`config.mk`:
```
export PLATFORM = sky130hd
export DESIGN_NAME = pie_aqm_drop_controller
export DESIGN_NICKNAME = d
export VERILOG_FILES = /design/src/design/pie_pkg.sv /design/src/design/pie_aqm_drop_controller.sv /design/src/design/pie_cfg.sv /design/src/design/pie_ctrl.sv /design/src/design/pie_dp.sv
export SDC_FILE = /design/constraint.sdc
export NUM_CORES = 2
export LEC_CHECK = 0
export ABC_CLOCK_PERIOD_IN_PS = 14100
export BUFFER_PORTS_ARGS = -buffer_cell sky130_fd_sc_hd__buf_2
export CAP_MARGIN = 10
export CORE_AREA = 3 3 404 406
export CTS_BUF_LIST = sky130_fd_sc_hd__clkbuf_8 sky130_fd_sc_hd__clkbuf_16
export DETAILED_ROUTE_END_ITERATION = 16
export DIE_AREA = 0 0 407 409
export GPL_ROUTABILITY_DRIVEN = 0
export PLACE_DENSITY = 0.66
export SLEW_MARGIN = 20
export SYNTH_ARGS = -nofsm -noshare
export SYNTH_HDL_FRONTEND = slang
export SYNTH_SLANG_ARGS = --single-unit
```
`constraint.sdc`:
```
create_clock -name clk -period 14.1 [get_ports clk]
set_input_delay 1.41 -clock clk [delete_from_list [all_inputs] [get_ports clk]]
set_output_delay 1.41 -clock clk [all_outputs]
set_load 0.02 [all_outputs]
```
`src/design/pie_pkg.sv`:
```
// ----------------------------------------------------------------------------
// pie_pkg
// shared types, register indexes and fixed-point constants of the pie drop
// controller
// ----------------------------------------------------------------------------
package pie_pkg;

  localparam int PROB_W  = 31;
  localparam int DELAY_W = 24;
  localparam int ACC_W   = 35;
  localparam int FIX_W   = 13;

  // item kinds
  localparam logic [1:0] FUNC_ENQUEUE = 2'd0;
  localparam logic [1:0] FUNC_DEQUEUE = 2'd1;
  localparam logic [1:0] FUNC_UPDATE  = 2'd2;

  // configuration register indexes
  localparam logic [2:0] CFG_DELAY_SETPOINT   = 3'd0;
  localparam logic [2:0] CFG_UPDATE_INTERVAL  = 3'd1;
  localparam logic [2:0] CFG_ALPHA_GAIN       = 3'd2;
  localparam logic [2:0] CFG_BETA_GAIN        = 3'd3;
  localparam logic [2:0] CFG_MEAN_PACKET_SIZE = 3'd4;
  localparam logic [2:0] CFG_BURST_REFILL     = 3'd5;

  // register reset values
  localparam logic [23:0] RST_DELAY_SETPOINT   = 24'd15000;
  localparam logic [23:0] RST_UPDATE_INTERVAL  = 24'd15000;
  localparam logic [15:0] RST_ALPHA_GAIN       = 16'd1024;
  localparam logic [15:0] RST_BETA_GAIN        = 16'd10240;
  localparam logic [14:0] RST_MEAN_PACKET_SIZE = 15'd2;
  localparam logic [23:0] RST_BURST_REFILL     = 24'd150000;

  localparam longint unsigned PIE_MAX_L = (64'd1 << PROB_W) - 64'd1;

  localparam logic [PROB_W-1:0] PIE_MAX   = PROB_W'(PIE_MAX_L);
  localparam logic [PROB_W-1:0] P_DIV5    = PROB_W'(PIE_MAX_L / 5);
  localparam logic [PROB_W-1:0] P_DIV10   = PROB_W'(PIE_MAX_L / 10);
  localparam logic [PROB_W-1:0] P_DIV50   = PROB_W'(PIE_MAX_L / 50);
  localparam logic [PROB_W-1:0] P_DIV1E2  = PROB_W'(PIE_MAX_L / 100);
  localparam logic [PROB_W-1:0] P_DIV1E3  = PROB_W'(PIE_MAX_L / 1000);
  localparam logic [PROB_W-1:0] P_DIV1E4  = PROB_W'(PIE_MAX_L / 10000);
  localparam logic [PROB_W-1:0] P_DIV1E5  = PROB_W'(PIE_MAX_L / 100000);
  localparam logic [PROB_W-1:0] P_DIV1E6  = PROB_W'(PIE_MAX_L / 1000000);

  localparam logic [ACC_W-1:0] ACC_MAX = '1;
  localparam logic [ACC_W-1:0] ACC_LO  = ACC_W'(PIE_MAX_L * 17 / 20);
  localparam logic [ACC_W-1:0] ACC_HI  = ACC_W'(PIE_MAX_L * 17 / 2);

  // probability units per microsecond, 12 fractional bits
  localparam logic [23:0] SCALE_K = 24'((PIE_MAX_L << 12) / 1000000);

  localparam logic [5:0] SH_BASE = 6'(FIX_W + 12);

  typedef struct packed {
    logic [23:0] delay_setpoint;
    logic [23:0] update_interval;
    logic [15:0] alpha_gain;
    logic [15:0] beta_gain;
    logic [14:0] mean_packet_size;
    logic [23:0] burst_refill;
  } cfg_t;

  typedef enum logic [3:0] {
    OP_NONE,
    OP_CAPTURE,
    OP_EXEC,
    OP_MUL_ALPHA,
    OP_MUL_BETA,
    OP_SUM,
    OP_MAG,
    OP_MUL_LO,
    OP_MUL_HI,
    OP_COMBINE,
    OP_SHIFT,
    OP_NEWP,
    OP_FINISH,
    OP_LOAD_OUT
  } dp_op_t;

  typedef struct packed {
    dp_op_t op;
  } dp_cmd_t;

  typedef struct packed {
    logic [1:0] func;
  } dp_stat_t;

endpackage

```
`src/design/pie_aqm_drop_controller.sv`:
```
// ----------------------------------------------------------------------------
// pie_aqm_drop_controller
// pie active queue management drop controller: enqueue decisions, delay
// reports and periodic probability updates
// ----------------------------------------------------------------------------
// steps: enqueue and dequeue items are captured, executed and loaded out;
//   update ticks run the staged update (multiplier shared over four products)
// flow: one item at a time; the output register holds a result while the
//   next item runs, so a stalled output costs nothing until the next result
// reset: synchronous active-low rst_n; registers load their defaults,
//   probability, delays and accumulation clear, burst allowance gets 150000
module pie_aqm_drop_controller import pie_pkg::*; (
  input  logic               clk,
  input  logic               rst_n,
  input  logic               in_valid,
  output logic               in_ready,
  input  logic [1:0]         in_func,
  input  logic [15:0]        in_queue_length,
  input  logic               in_queue_full,
  input  logic [PROB_W-1:0]  in_random_value,
  input  logic [DELAY_W-1:0] in_queue_delay,
  output logic               out_valid,
  input  logic               out_ready,
  output logic               out_drop,
  output logic [PROB_W-1:0]  out_drop_probability,
  output logic [DELAY_W-1:0] out_burst_left,
  input  logic               cfg_valid,
  output logic               cfg_ready,
  input  logic [2:0]         cfg_index,
  input  logic [23:0]        cfg_data
);

  cfg_t     cfg;
  dp_cmd_t  cmd;
  dp_stat_t stat;

  pie_cfg u_cfg (
    .clk       (clk),
    .rst_n     (rst_n),
    .cfg_valid (cfg_valid),
    .cfg_ready (cfg_ready),
    .cfg_index (cfg_index),
    .cfg_data  (cfg_data),
    .cfg       (cfg)
  );

  pie_ctrl u_ctrl (
    .clk       (clk),
    .rst_n     (rst_n),
    .in_valid  (in_valid),
    .in_ready  (in_ready),
    .out_valid (out_valid),
    .out_ready (out_ready),
    .stat      (stat),
    .cmd       (cmd)
  );

  pie_dp u_dp (
    .clk                  (clk),
    .rst_n                (rst_n),
    .cfg                  (cfg),
    .cmd                  (cmd),
    .stat                 (stat),
    .in_func              (in_func),
    .in_queue_length      (in_queue_length),
    .in_queue_full        (in_queue_full),
    .in_random_value      (in_random_value),
    .in_queue_delay       (in_queue_delay),
    .out_drop             (out_drop),
    .out_drop_probability (out_drop_probability),
    .out_burst_left       (out_burst_left)
  );

endmodule

```
`src/design/pie_cfg.sv`:
```
// ----------------------------------------------------------------------------
// pie_cfg
// configuration register file, written through its own valid/ready channel
// ----------------------------------------------------------------------------
module pie_cfg import pie_pkg::*; (
  input  logic        clk,
  input  logic        rst_n,
  input  logic        cfg_valid,
  output logic        cfg_ready,
  input  logic [2:0]  cfg_index,
  input  logic [23:0] cfg_data,
  output cfg_t        cfg
);

  cfg_t cfg_r;
  cfg_t cfg_nxt;

  assign cfg_ready = 1'b1;
  assign cfg = cfg_r;

  always_comb begin
    cfg_nxt = cfg_r;
    if (cfg_valid) begin
      case (cfg_index)
        CFG_DELAY_SETPOINT:   cfg_nxt.delay_setpoint   = cfg_data;
        CFG_UPDATE_INTERVAL:  cfg_nxt.update_interval  = cfg_data;
        CFG_ALPHA_GAIN:       cfg_nxt.alpha_gain       = cfg_data[15:0];
        CFG_BETA_GAIN:        cfg_nxt.beta_gain        = cfg_data[15:0];
        CFG_MEAN_PACKET_SIZE: cfg_nxt.mean_packet_size = cfg_data[14:0];
        CFG_BURST_REFILL:     cfg_nxt.burst_refill     = cfg_data;
        default:              cfg_nxt = cfg_r;
      endcase
    end
  end

  always_ff @(posedge clk) begin
    if (!rst_n) begin
      cfg_r.delay_setpoint   <= RST_DELAY_SETPOINT;
      cfg_r.update_interval  <= RST_UPDATE_INTERVAL;
      cfg_r.alpha_gain       <= RST_ALPHA_GAIN;
      cfg_r.beta_gain        <= RST_BETA_GAIN;
      cfg_r.mean_packet_size <= RST_MEAN_PACKET_SIZE;
      cfg_r.burst_refill     <= RST_BURST_REFILL;
    end else begin
      cfg_r <= cfg_nxt;
    end
  end

endmodule

```
`src/design/pie_ctrl.sv`:
```
// ----------------------------------------------------------------------------
// pie_ctrl
// sequencer: takes one item, steps the datapath through it and hands the
// result to the output register
// ----------------------------------------------------------------------------
module pie_ctrl import pie_pkg::*; (
  input  logic     clk,
  input  logic     rst_n,
  input  logic     in_valid,
  output logic     in_ready,
  output logic     out_valid,
  input  logic     out_ready,
  input  dp_stat_t stat,
  output dp_cmd_t  cmd
);

  typedef enum logic [3:0] {
    ST_IDLE,
    ST_EXEC,
    ST_MUL_A,
    ST_MUL_B,
    ST_SUM,
    ST_MAG,
    ST_MUL_LO,
    ST_MUL_HI,
    ST_COMB,
    ST_SHIFT,
    ST_NEWP,
    ST_FIN,
    ST_DONE
  } state_t;

  state_t state_r, state_nxt;
  logic   out_valid_r, out_valid_nxt;

  assign in_ready  = (state_r == ST_IDLE);
  assign out_valid = out_valid_r;

  always_comb begin
    state_nxt     = state_r;
    out_valid_nxt = out_valid_r;
    cmd.op        = OP_NONE;
    if (out_valid_r && out_ready) begin
      out_valid_nxt = 1'b0;
    end
    case (state_r)
      ST_IDLE: begin
        if (in_valid) begin
          cmd.op    = OP_CAPTURE;
          state_nxt = ST_EXEC;
        end
      end
      ST_EXEC: begin
        if (stat.func == FUNC_UPDATE) begin
          state_nxt = ST_MUL_A;
        end else begin
          cmd.op    = OP_EXEC;
          state_nxt = ST_DONE;
        end
      end
      ST_MUL_A: begin
        cmd.op    = OP_MUL_ALPHA;
        state_nxt = ST_MUL_B;
      end
      ST_MUL_B: begin
        cmd.op    = OP_MUL_BETA;
        state_nxt = ST_SUM;
      end
      ST_SUM: begin
        cmd.op    = OP_SUM;
        state_nxt = ST_MAG;
      end
      ST_MAG: begin
        cmd.op    = OP_MAG;
        state_nxt = ST_MUL_LO;
      end
      ST_MUL_LO: begin
        cmd.op    = OP_MUL_LO;
        state_nxt = ST_MUL_HI;
      end
      ST_MUL_HI: begin
        cmd.op    = OP_MUL_HI;
        state_nxt = ST_COMB;
      end
      ST_COMB: begin
        cmd.op    = OP_COMBINE;
        state_nxt = ST_SHIFT;
      end
      ST_SHIFT: begin
        cmd.op    = OP_SHIFT;
        state_nxt = ST_NEWP;
      end
      ST_NEWP: begin
        cmd.op    = OP_NEWP;
        state_nxt = ST_FIN;
      end
      ST_FIN: begin
        cmd.op    = OP_FINISH;
        state_nxt = ST_DONE;
      end
      ST_DONE: begin
        // output register free or being emptied this cycle
        if (!out_valid_r || out_ready) begin
          cmd.op        = OP_LOAD_OUT;
          out_valid_nxt = 1'b1;
          state_nxt     = ST_IDLE;
        end
      end
      default: begin
        state_nxt = ST_IDLE;
      end
    endcase
  end

  always_ff @(posedge clk) begin
    if (!rst_n) begin
      state_r     <= ST_IDLE;
      out_valid_r <= 1'b0;
    end else begin
      state_r     <= state_nxt;
      out_valid_r <= out_valid_nxt;
    end
  end

  a_busy_after_accept: assert property (@(posedge clk) disable iff (!rst_n)
    (in_valid && in_ready) |=> !in_ready)
    else $error("input accepted twice without finishing");

  a_hold_pending_result: assert property (@(posedge clk) disable iff (!rst_n)
    (state_r == ST_DONE && out_valid_r && !out_ready) |=> (state_r == ST_DONE && out_valid_r))
    else $error("result overwritten before it was taken");

  a_fin_to_done: assert property (@(posedge clk) disable iff (!rst_n)
    (state_r == ST_FIN) |=> (state_r == ST_DONE))
    else $error("update did not reach result stage");

endmodule

```
`src/design/pie_dp.sv`:
```
// ----------------------------------------------------------------------------
// pie_dp
// datapath: controller state, enqueue decision, shared multiplier and the
// staged probability update
// ----------------------------------------------------------------------------
module pie_dp import pie_pkg::*; (
  input  logic               clk,
  input  logic               rst_n,
  input  cfg_t               cfg,
  input  dp_cmd_t            cmd,
  output dp_stat_t           stat,
  input  logic [1:0]         in_func,
  input  logic [15:0]        in_queue_length,
  input  logic               in_queue_full,
  input  logic [PROB_W-1:0]  in_random_value,
  input  logic [DELAY_W-1:0] in_queue_delay,
  output logic               out_drop,
  output logic [PROB_W-1:0]  out_drop_probability,
  output logic [DELAY_W-1:0] out_burst_left
);

  // persistent state
  logic [PROB_W-1:0]  prob_r, prob_nxt;
  logic [DELAY_W-1:0] burst_r, burst_nxt;
  logic [DELAY_W-1:0] prev_r, prev_nxt;
  logic [DELAY_W-1:0] cur_r, cur_nxt;
  logic [ACC_W-1:0]   acc_r, acc_nxt;

  // captured item
  logic [1:0]         func_r;
  logic [15:0]        qlen_r;
  logic               full_r;
  logic [PROB_W-1:0]  rnd_r;
  logic [DELAY_W-1:0] qdelay_r;

  // update working registers
  logic signed [51:0] prod_r;
  logic signed [42:0] e_r;
  logic               neg_r;
  logic [41:0]        mag_r;
  logic [5:0]         sh_r;
  logic [44:0]        lo_r;
  logic [65:0]        full_prod_r;
  logic [40:0]        p_r;
  logic [41:0]        np_r;
  logic               drop_r, drop_nxt;

  logic               out_drop_r;
  logic [PROB_W-1:0]  out_prob_r;
  logic [DELAY_W-1:0] out_burst_r;

  assign stat.func            = func_r;
  assign out_drop             = out_drop_r;
  assign out_drop_probability = out_prob_r;
  assign out_burst_left       = out_burst_r;

  // shared multiplier
  logic signed [25:0] mul_a, mul_b;
  logic signed [51:0] mul_p;
  logic signed [24:0] err, trend;

  assign err   = $signed({1'b0, cur_r}) - $signed({1'b0, cfg.delay_setpoint});
  assign trend = $signed({1'b0, cur_r}) - $signed({1'b0, prev_r});

  always_comb begin
    case (cmd.op)
      OP_MUL_ALPHA: begin
        mul_a = $signed({10'b0, cfg.alpha_gain});
        mul_b = {err[24], err};
      end
      OP_MUL_BETA: begin
        mul_a = $signed({10'b0, cfg.beta_gain});
        mul_b = {trend[24], trend};
      end
      OP_MUL_LO: begin
        mul_a = $signed({5'b0, mag_r[20:0]});
        mul_b = $signed({2'b0, SCALE_K});
      end
      OP_MUL_HI: begin
        mul_a = $signed({5'b0, mag_r[41:21]});
        mul_b = $signed({2'b0, SCALE_K});
      end
      default: begin
        mul_a = '0;
        mul_b = '0;
      end
    endcase
  end

  assign mul_p = mul_a * mul_b;

  // auto-tuned shift from the present probability
  logic [5:0] sh_sel;
  always_comb begin
    if (prob_r < P_DIV1E6)      sh_sel = SH_BASE + 6'd11;
    else if (prob_r < P_DIV1E5) sh_sel = SH_BASE + 6'd9;
    else if (prob_r < P_DIV1E4) sh_sel = SH_BASE + 6'd7;
    else if (prob_r < P_DIV1E3) sh_sel = SH_BASE + 6'd5;
    else if (prob_r < P_DIV1E2) sh_sel = SH_BASE + 6'd3;
    else if (prob_r < P_DIV10)  sh_sel = SH_BASE + 6'd1;
    else                        sh_sel = SH_BASE;
  end

  logic signed [42:0] e_neg;
  logic [65:0]        shifted;
  logic [40:0]        p_cap;
  logic [41:0]        np_calc;
  logic [41:0]        np_dec;

  assign e_neg   = -e_r;
  assign shifted = full_prod_r >> sh_r;

  always_comb begin
    if (neg_r) begin
      np_calc = ({11'b0, prob_r} >= {1'b0, p_r}) ? ({11'b0, prob_r} - {1'b0, p_r}) : '0;
      p_cap   = p_r;
    end else begin
      // cap the step once probability is already high
      p_cap   = (prob_r >= P_DIV10 && p_r > {10'b0, P_DIV50}) ? {10'b0, P_DIV50} : p_r;
      np_calc = {11'b0, prob_r} + {1'b0, p_cap};
    end
  end

  // decay while the queue stays empty
  assign np_dec = (cur_r == '0 && prev_r == '0) ? (np_r - (np_r >> 6)) : np_r;

  // enqueue decision
  logic [DELAY_W-1:0] half_t;
  logic               no_early;
  logic [ACC_W-1:0]   acc_base;
  logic [ACC_W:0]     acc_sum;
  logic [ACC_W-1:0]   acc_sat;
  logic [PROB_W-1:0]  rnd_mod;
  logic               early;

  assign half_t   = cfg.delay_setpoint >> 1;
  assign no_early = (prev_r < half_t && prob_r < P_DIV5) ||
                    ({1'b0, qlen_r} <= {1'b0, cfg.mean_packet_size, 1'b0});
  assign acc_base = (prob_r == '0) ? '0 : acc_r;
  assign acc_sum  = {1'b0, acc_base} + {5'b0, prob_r};
  assign acc_sat  = acc_sum[ACC_W] ? ACC_MAX : acc_sum[ACC_W-1:0];
  assign rnd_mod  = (rnd_r == PIE_MAX) ? '0 : rnd_r;

  always_comb begin
    prob_nxt  = prob_r;
    burst_nxt = burst_r;
    prev_nxt  = prev_r;
    cur_nxt   = cur_r;
    acc_nxt   = acc_r;
    drop_nxt  = drop_r;
    early     = 1'b0;
    case (cmd.op)
      OP_CAPTURE: begin
        drop_nxt = 1'b0;
      end
      OP_EXEC: begin
        if (func_r == FUNC_ENQUEUE) begin
          if (full_r) begin
            acc_nxt  = '0;
            drop_nxt = 1'b1;
          end else begin
            if (burst_r == '0 && !no_early) begin
              acc_nxt = acc_sat;
              if (acc_sat < ACC_LO) begin
                early = 1'b0;
              end else if (acc_sat >= ACC_HI) begin
                early = 1'b1;
              end else if (rnd_mod < prob_r) begin
                acc_nxt = '0;
                early   = 1'b1;
              end
            end
            if (early) begin
              drop_nxt = 1'b1;
            end else if (prob_r == '0 && cur_r < half_t && prev_r < half_t) begin
              burst_nxt = cfg.burst_refill;
            end
          end
        end else if (func_r == FUNC_DEQUEUE) begin
          cur_nxt = qdelay_r;
        end
      end
      OP_FINISH: begin
        prob_nxt  = (np_dec > {11'b0, PIE_MAX}) ? PIE_MAX : np_dec[PROB_W-1:0];
        prev_nxt  = cur_r;
        burst_nxt = (burst_r < cfg.update_interval) ? '0 : (burst_r - cfg.update_interval);
      end
      default: begin
        prob_nxt = prob_r;
      end
    endcase
  end

  always_ff @(posedge clk) begin
    if (!rst_n) begin
      prob_r  <= '0;
      burst_r <= RST_BURST_REFILL;
      prev_r  <= '0;
      cur_r   <= '0;
      acc_r   <= '0;
    end else begin
      prob_r  <= prob_nxt;
      burst_r <= burst_nxt;
      prev_r  <= prev_nxt;
      cur_r   <= cur_nxt;
      acc_r   <= acc_nxt;
    end
  end

  always_ff @(posedge clk) begin
    drop_r <= drop_nxt;
    case (cmd.op)
      OP_CAPTURE: begin
        func_r   <= in_func;
        qlen_r   <= in_queue_length;
        full_r   <= in_queue_full;
        rnd_r    <= in_random_value;
        qdelay_r <= in_queue_delay;
      end
      OP_MUL_ALPHA: begin
        prod_r <= mul_p;
      end
      OP_MUL_BETA: begin
        e_r    <= prod_r[42:0];
        prod_r <= mul_p;
      end
      OP_SUM: begin
        e_r <= e_r + $signed(prod_r[42:0]);
      end
      OP_MAG: begin
        neg_r <= e_r[42];
        mag_r <= e_r[42] ? e_neg[41:0] : e_r[41:0];
        sh_r  <= sh_sel;
      end
      OP_MUL_LO: begin
        prod_r <= mul_p;
      end
      OP_MUL_HI: begin
        lo_r   <= prod_r[44:0];
        prod_r <= mul_p;
      end
      OP_COMBINE: begin
        full_prod_r <= {prod_r[44:0], 21'b0} + {21'b0, lo_r};
      end
      OP_SHIFT: begin
        p_r <= shifted[40:0];
      end
      OP_NEWP: begin
        np_r <= np_calc;
      end
      OP_LOAD_OUT: begin
        out_drop_r  <= drop_r;
        out_prob_r  <= prob_r;
        out_burst_r <= burst_r;
      end
      default: begin
        p_r <= p_r;
      end
    endcase
  end

  a_finish_moves_delay: assert property (@(posedge clk) disable iff (!rst_n)
    (cmd.op == OP_FINISH) |=> (prev_r == $past(cur_r)))
    else $error("previous delay not taken from current delay");

  a_finish_ages_burst: assert property (@(posedge clk) disable iff (!rst_n)
    (cmd.op == OP_FINISH) |=> (burst_r <= $past(burst_r)))
    else $error("burst allowance grew on update");

  a_full_drops: assert property (@(posedge clk) disable iff (!rst_n)
    (cmd.op == OP_EXEC && func_r == FUNC_ENQUEUE && full_r) |=> (drop_r && acc_r == '0))
    else $error("full queue did not drop and clear accumulation");

endmodule
```
### After elaboration in Yosys (flattened, before gate mapping)

Cells that the tools add are included.

| cells by class | value |
|---|---|
| add/subtract/negate cells | 10 |
| multiply operators | 1 |
| magnitude comparators | 18 |
| equal/unequal tests | 40 |
| shift operators | 1 |
| multiplexer cells | 50 |
| bitwise logic cells | 1 |
| reduce and logical (&&, ||, !) cells | 37 |

Operators by type and width:

| operator | number |
|---|---|
| two-way mux 35 bit | 7 |
| two-way mux 42 bit | 4 |
| two-way mux 24 bit | 5 |
| one-hot mux 4 bit (13 select lines) | 2 |
| one-hot mux 43 bit (2 select lines) | 1 |
| one-hot mux 21 bit (4 select lines) | 1 |
| one-hot mux 26 bit (3 select lines) | 1 |
| zero test 24 bit | 3 |
| adder 66 x 45 -> 66 bit | 1 |
| >> shifter 66 x 6 -> 41 bit | 1 |
| two-way mux 31 bit | 2 |
| subtractor 24 x 24 -> 25 bit | 2 |
| < comparator 24 x 23 -> 1 bit | 2 |
| one-hot mux 24 bit (2 select lines) | 1 |
| multiplier 22 x 26 -> 45 bit | 1 |
| equality test 4 bit, second input constant | 11 |
| adder 43 bit | 1 |
| adder 31 x 41 -> 42 bit | 1 |
| greater-than comparator 42 x 31 -> 1 bit, second input constant | 1 |
| negation 42 bit | 1 |
| subtractor 31 x 41 -> 42 bit | 1 |
| subtractor 42 x 36 -> 42 bit | 1 |
| greater-or-equal comparator 31 x 41 -> 1 bit | 1 |
| greater-than comparator 41 x 26 -> 1 bit, second input constant | 1 |
| 50 further kinds | 105 |

| storage, ports and cells | value |
|---|---|
| register bits after elaboration | 724 |
| input bits | 106 |
| output and inout bits | 59 |
| word-level logic and storage cells | 191 |

### Depth between registers and ports, before layout

| logic depth | value |
|---|---|
| depth in word-level cells | 15 |
| depth in mapped cells | 46 |

### By module

A second synthesis with hierarchy kept.

| second synthesis, totals | value |
|---|---|
| cell total of the unflattened synthesis | 6866 |
| area total of the unflattened synthesis | 64371.7 µm² |

By module, submodules not included:

| module | times used | cells an instance | area each (µm²) | sequential area each (µm²) |
|---|---|---|---|---|
| pie_dp | 1 | 6379 | 59468.3 | 16605.9 |
| pie_cfg | 1 | 437 | 4511.8 | 2382.3 |
| pie_ctrl | 1 | 50 | 391.6 | 100.1 |

### Worst setup path before layout

OpenSTA, ideal clock, no wires.

| path | value |
|---|---|
| path kind | register -> register |
| start point | reg u_ctrl.state_r[0] |
| end point | reg u_dp.prod_r[44] (data pin) |
| arrival | 10704 ps |
| setup slack | 3130 ps |
| cell stages (with the launch flop) | 45 |
| path buffers | 4 |
| cells stage by stage | dfxtp_1 -> clkbuf_1 -> nand2_1 -> nor3_1 -> clkbuf_1 -> buf_1 -> mux2i_1 -> ha_1 -> inv_1 -> o21bai_1 -> a211o_1 -> a21o_1 -> a21oi_1 -> o21a_1 -> o21ai_0 -> o21a_1 -> a21oi_1 -> xor2_1 -> [9 not listed] -> fa_1 -> fa_1 -> fa_1 -> inv_1 -> fa_1 -> inv_1 -> ha_1 -> nand4_1 -> nor2_1 -> nand4_1 -> nand2_1 -> o311ai_0 -> a2111o_1 -> o21ai_0 -> o21ai_0 -> o21ai_0 -> mux2i_1 -> nand4_1 |

| on the way | value |
|---|---|
| word-level cells in the longest chain between the ends | 6 |

RTL lines:

| what | line | source |
|---|---|---|
| start: declaration | pie_ctrl.sv:33 | `state_t state_r, state_nxt;` |
| start signal: assignment | pie_ctrl.sv:120 | `state_r <= state_nxt;` |
| equality test 4 bit, or another cell as far along | pie_ctrl.sv:46 | `case (state_r)` |
| one-hot mux 4 bit (13 select lines) * | pie_ctrl.sv:46 |  |
| equality test 4 x 3 -> 1 bit or equality test 4 bit (tied branches) | pie_dp.sv:66 | `case (cmd.op)` |
| OR reduction 2 bit (no line) | n/a |  |
| one-hot mux 26 bit (3 select lines) | pie_dp.sv:66 |  |
| multiplier 22 x 26 -> 45 bit * | pie_dp.sv:90 | `assign mul_p = mul_a * mul_b;` |
| named net u_dp.mul_p[44] | pie_dp.sv:59 | `logic signed [51:0] mul_p;` |
| end signal: assignment | pie_dp.sv:221 | `prod_r <= mul_p;` |
| end signal: assignment | pie_dp.sv:225 | `prod_r <= mul_p;` |
| end signal: assignment | pie_dp.sv:236 | `prod_r <= mul_p;` |
| end: declaration | pie_dp.sv:37 | `logic signed [51:0] prod_r;` |

Mark *: on every way through the listed nets, which the timed path passes. The rest lies on a longest branch.
A chain may end at the register's enable or synchronous reset.

### Final worst setup path

| path | value |
|---|---|
| start point | reg u_ctrl.state_r[1] |
| end point | reg u_dp.prod_r[44] (data pin) |

The elaborated chain is that of the path after synthesis.

==> summary.md <==
The count of input and output buffers is 163. The worst clock skew was 0.0639 ns. The placed instances occupy a cell area of 67,100 sq um.

The worst register-to-register path begins at u_ctrl.state_r[1]. The worst max-slew margin expressed relative to the limit came out at 0.140. Cell with the most instances after synthesis: sky130_fd_sc_hd__nand2_1.

The met3 track demand over resource in global routing was 0.0404; the number of antenna violations at the first check in global routing was 3. For the data arrival time of the critical path, the log shows 13.09 ns. Yosys attributes the largest share of cell area to sky130_fd_sc_hd__edfxtp_1 22%, sky130_fd_sc_hd__fa_1 17%, sky130_fd_sc_hd__ha_1 8.9%, sky130_fd_sc_hd__dfxtp_1 8.2%, sky130_fd_sc_hd__nand2_1 5.6%. The number of sinks on the clock net was 723.

The starting utilization of the core area was 0.398. The final-report max-slew violation count is 0, and the total of fill cells in the finished design is 15,362. The tightest hold margin was 0.419 ns. For this block, the initial DRC count from the detailed router was 5,251. Dividing total power by cell area gives a power density of 95.2 nW/um^2.

The floorplan step set the die width to 407 microns. In the synthesized netlist the dominant register cell turns out to be sky130_fd_sc_hd__edfxtp_1. Across the whole layout, storage elements account for 19,100 sq um. The run gives 1.44 ns as the reg2reg setup slack. The cell with the largest stage delay on the worst path is sky130_fd_sc_hd__o311ai_0. In this run the vertical extent of the chip is 409 microns. The average via count per standard cell was 5.63; the share of cells above drive strength 1 was 0.0761. For the worst-skew pair, the clock arrives at the later sink with an insertion delay of 0.71 ns.

The cell count after synthesis came out at 6,899. The final routed DRC violation total came out at 0. The flow ran to the end, and the final reports show no timing, DRC or antenna violations. IR analysis of the VDD net gives a maximum drop of 0.115 mV.

The clock root buffer master was sky130_fd_sc_hd__clkbuf_16. The total die area was 166,000 sq um. Setup violations remaining at the end of the flow were counted as 0.

The final setup TNS was 0 ns; the depth of the worst register-to-register path was 41. For the total global-route track usage, the log shows 0.226. The logs give 14.53 ns for the data required time at the worst endpoint and 295 mm for the wire length of the first global-routing pass. For this design the static power due to leakage is 29.6 nW. The number of gates resized after CTS was 0. Kind of cell adding the most delay to the critical path: adder cells. The flip-flop and latch count after synthesis is 723. STA classifies the critical path startpoint as a register. Buffers inserted during clock tree synthesis total 81. The tools report the final count of hold timing violations as 0. TritonCTS built the clock tree. The category of the most critical setup path is register to register. The cell that appears most often on the critical path is sky130_fd_sc_hd__fa_1.

The worst min-delay path class was register to register. Derived from the worst setup path, the maximum achievable clock frequency is 0.0790 GHz. After routing the design area is 70,100 sq um. The met2 track demand over resource in global routing was 0.359; the number of flops mapped to enable cells by yosys was 461. Setup slack closes at 1.44 ns. The number of levels the H-tree was split into was 3; the post-CTS setup buffer count was 0. Final cycle utilization of the critical path: 0.898. After clock tree synthesis, the clock-pin slew on the worst setup and hold paths is 0.08 ns. The count of max-cap constraint violations was 0. The tools report the buffer depth of the longest clock path as 3. Compared with the post-synthesis result, the final layout area differs by 9.96%. In this run the cell area of the synthesized design comes to 63,700 sq um. Timing analysis after detailed placement gives a worst setup slack of 1.73 ns.

The average instance in the mapped netlist occupies 9.24 sq um. The critical path endpoint category is a register. The area inside the core boundary was 160,000 sq um; the net total in the final layout was 8,094. The share of the yosys chip area belonging to registers was 0.299; the area share of the largest cell type after synthesis was 0.217. The tools report the largest net degree at the start of global routing as 106.

In this run the worst setup path begins at u_ctrl.state_r[1]. Busiest metal layer after global routing: met2. The routed layout has 52,050 vias. The leftover overflow at the end of global routing came out at 0.

The critical path contains buffers and inverters numbering 6 combined. The endpoint of the lowest-slack register-to-register path is u_dp.prod_r[44]. The met1 track demand over resource in global routing was 0.305. Cell taking the most area after synthesis: sky130_fd_sc_hd__edfxtp_1. The fraction of registers with async set or reset after synthesis works out to 0. Standard-cell row count: 147. The timing endpoint of the critical path was u_dp.prod_r[44].

After legalization and detailed placement, the total HPWL measured 148 mm. Buffers inserted to repair hold after CTS numbered 0. The time the worst path needs with I/O delays and setup was 12.66 ns. The number of distinct library cells after synthesis was 103. Counting instances in the post-synthesis netlist gives the leading cell types as 959 x sky130_fd_sc_hd__nand2_1, 847 x sky130_fd_sc_hd__inv_1, 529 x sky130_fd_sc_hd__fa_1. The final layout contains routed wiring with a total length of 191 mm. The via count of the first global-routing pass was 50,748. The run gives 0.438 as the share of the core filled with cells in the final layout. Of all nets on the critical path, the largest fanout is 14. Setup repair after global routing left no endpoint under its margin.

The run gives 0 as the Yosys warning count. The worst hold path passes through 0 cells. The number of antenna-violating nets in the routed design is 0, and the transition at the pin with the smallest max-transition slack is 1.29 ns. The routed length per placed instance is 20.7 microns, and the largest stage delay on the critical path is 0.95 ns. The critical path depth in cells was 41; the first-pass iteration count of the detailed router was 8. Number of top-level pins: 165. Multi-input logic area: 40,800 sq um.
==> routing by layer <==
| metal | wire [microns] | part of all wire | up-vias |
|---|---|---|---|
| met4 | 8860 | 0.046 | 0 |
| met3 | 15600 | 0.081 | 436 |
| met1 | 79500 | 0.42 | 25516 |
| li1 | - | - | 23924 |
| met2 | 87200 | 0.46 | 2174 |
| met5 | 0 | 0 | - |
==> report_power, final <==
part	leakage, nW	switching, W	total, W	internal (W)
Clock	1.43	0.000953	0.00230	0.00135
Sequential	6.34	0.000145	0.00259	0.00245
Combinational	21.8	0.00110	0.00177	0.000671
==> cell families after synthesis <==
family          count (synthesis)  share of synthesized area
mux                           143                     0.0280
simple gates                 2067                      0.149
flops                         723                      0.299
other cells                     2                   0.000118
xor+xnor                      320                     0.0440
buf+inv                      1123                     0.0668
compound gates               1539                      0.158
fa+ha+maj                     982                      0.255
==> worst min-delay path by stage <==
stage	slack (ns)	start	to
after floorplan	0.40	u_dp.lo_r[0]	u_dp.full_prod_r[0]
after global placement	0.40	u_dp.lo_r[11]	u_dp.full_prod_r[11]
after detailed placement	0.41	u_dp.lo_r[5]	u_dp.full_prod_r[5]
after CTS	0.42	u_dp.lo_r[5]	u_dp.full_prod_r[5]
after global routing	0.43	u_dp.lo_r[5]	u_dp.full_prod_r[5]
final	0.42	u_dp.lo_r[5]	u_dp.full_prod_r[5]
==> registers in the layout (all words and copies together), names as in the netlist, 31 cells and up <==
| signal | count |
|---|---|
| u_dp.rnd_r | 31 |
| u_dp.e_r | 43 |
| u_dp.full_prod_r | 66 |
| u_dp.acc_r | 35 |
| u_dp.np_r | 42 |
| u_cfg.cfg | 119 |
| u_dp.out_drop_probability | 31 |
| u_dp.lo_r | 45 |
| u_dp.mag_r | 42 |
| u_dp.p_r | 41 |
| u_dp.prod_r | 45 |
| u_dp.prob_r | 31 |
==> final cells by class <==
type,instances,area share
well taps,2160,0.0386
multi-input cells,5109,0.582
repair buffers,239,0.0204
inverters,852,0.0457
flip-flops and latches,723,0.272
diodes,3,0.000107
clock inverters,61,0.0102
clock buffers,90,0.0312
==> cell usage in the layout, fill, tap and decap left out, types with 44 or more instances in the layout <==
master | synthesis | routed
sky130_fd_sc_hd__nand2_1 | 959 | 958
sky130_fd_sc_hd__inv_1 | 847 | 853
sky130_fd_sc_hd__fa_1 | 529 | 529
sky130_fd_sc_hd__a21oi_1 | 466 | 466
sky130_fd_sc_hd__edfxtp_1 | 461 | 461
sky130_fd_sc_hd__ha_1 | 453 | 453
sky130_fd_sc_hd__nor2_1 | 367 | 357
sky130_fd_sc_hd__o21ai_0 | 295 | 293
sky130_fd_sc_hd__dfxtp_1 | 262 | 262
sky130_fd_sc_hd__xnor2_1 | 201 | 200
sky130_fd_sc_hd__buf_2 | 9 | 163
sky130_fd_sc_hd__and2_1 | 152 | 152
sky130_fd_sc_hd__a21o_1 | 138 | 138
sky130_fd_sc_hd__xor2_1 | 119 | 119
sky130_fd_sc_hd__nor3_1 | 104 | 97
sky130_fd_sc_hd__mux2i_1 | 94 | 94
sky130_fd_sc_hd__nand3_1 | 92 | 90
sky130_fd_sc_hd__clkbuf_16 | 0 | 84
sky130_fd_sc_hd__buf_4 | 2 | 73
sky130_fd_sc_hd__nand2b_1 | 70 | 68
sky130_fd_sc_hd__nor2b_1 | 69 | 67
sky130_fd_sc_hd__o21a_1 | 62 | 62
sky130_fd_sc_hd__nand4_1 | 60 | 60
sky130_fd_sc_hd__conb_1 | 2 | 58
sky130_fd_sc_hd__nor4_1 | 53 | 53
sky130_fd_sc_hd__a211oi_1 | 49 | 49
sky130_fd_sc_hd__o22ai_1 | 49 | 49
sky130_fd_sc_hd__a22o_1 | 46 | 46
sky130_fd_sc_hd__a31oi_1 | 45 | 45
sky130_fd_sc_hd__and3_1 | 44 | 44
==> worst register-to-register path, delay by kind of cell, from the launching register on <==
kind                     cells  cell delay (ns)
buffers and inverters        6             0.62
multiplexers                 2             0.39
flip-flops                   1             0.65
AND/OR/NAND/NOR              7             1.95
XOR/XNOR                     1             0.18
adder cells (fa/ha/maj)     10             4.52
AO/OA/AOI/OAI               15             4.06
==> per-stage QoR <==
step	cells	power, W
3_5_place_dp	9080	0.00439
6_report	9237	0.00667
3_3_place_gp	9080	0.00435
5_1_grt	9235	0.00701
2_1_floorplan	6955	0.00386
4_1_cts	9231	0.00669
No activity file was read; power rests on OpenSTA's default activity.
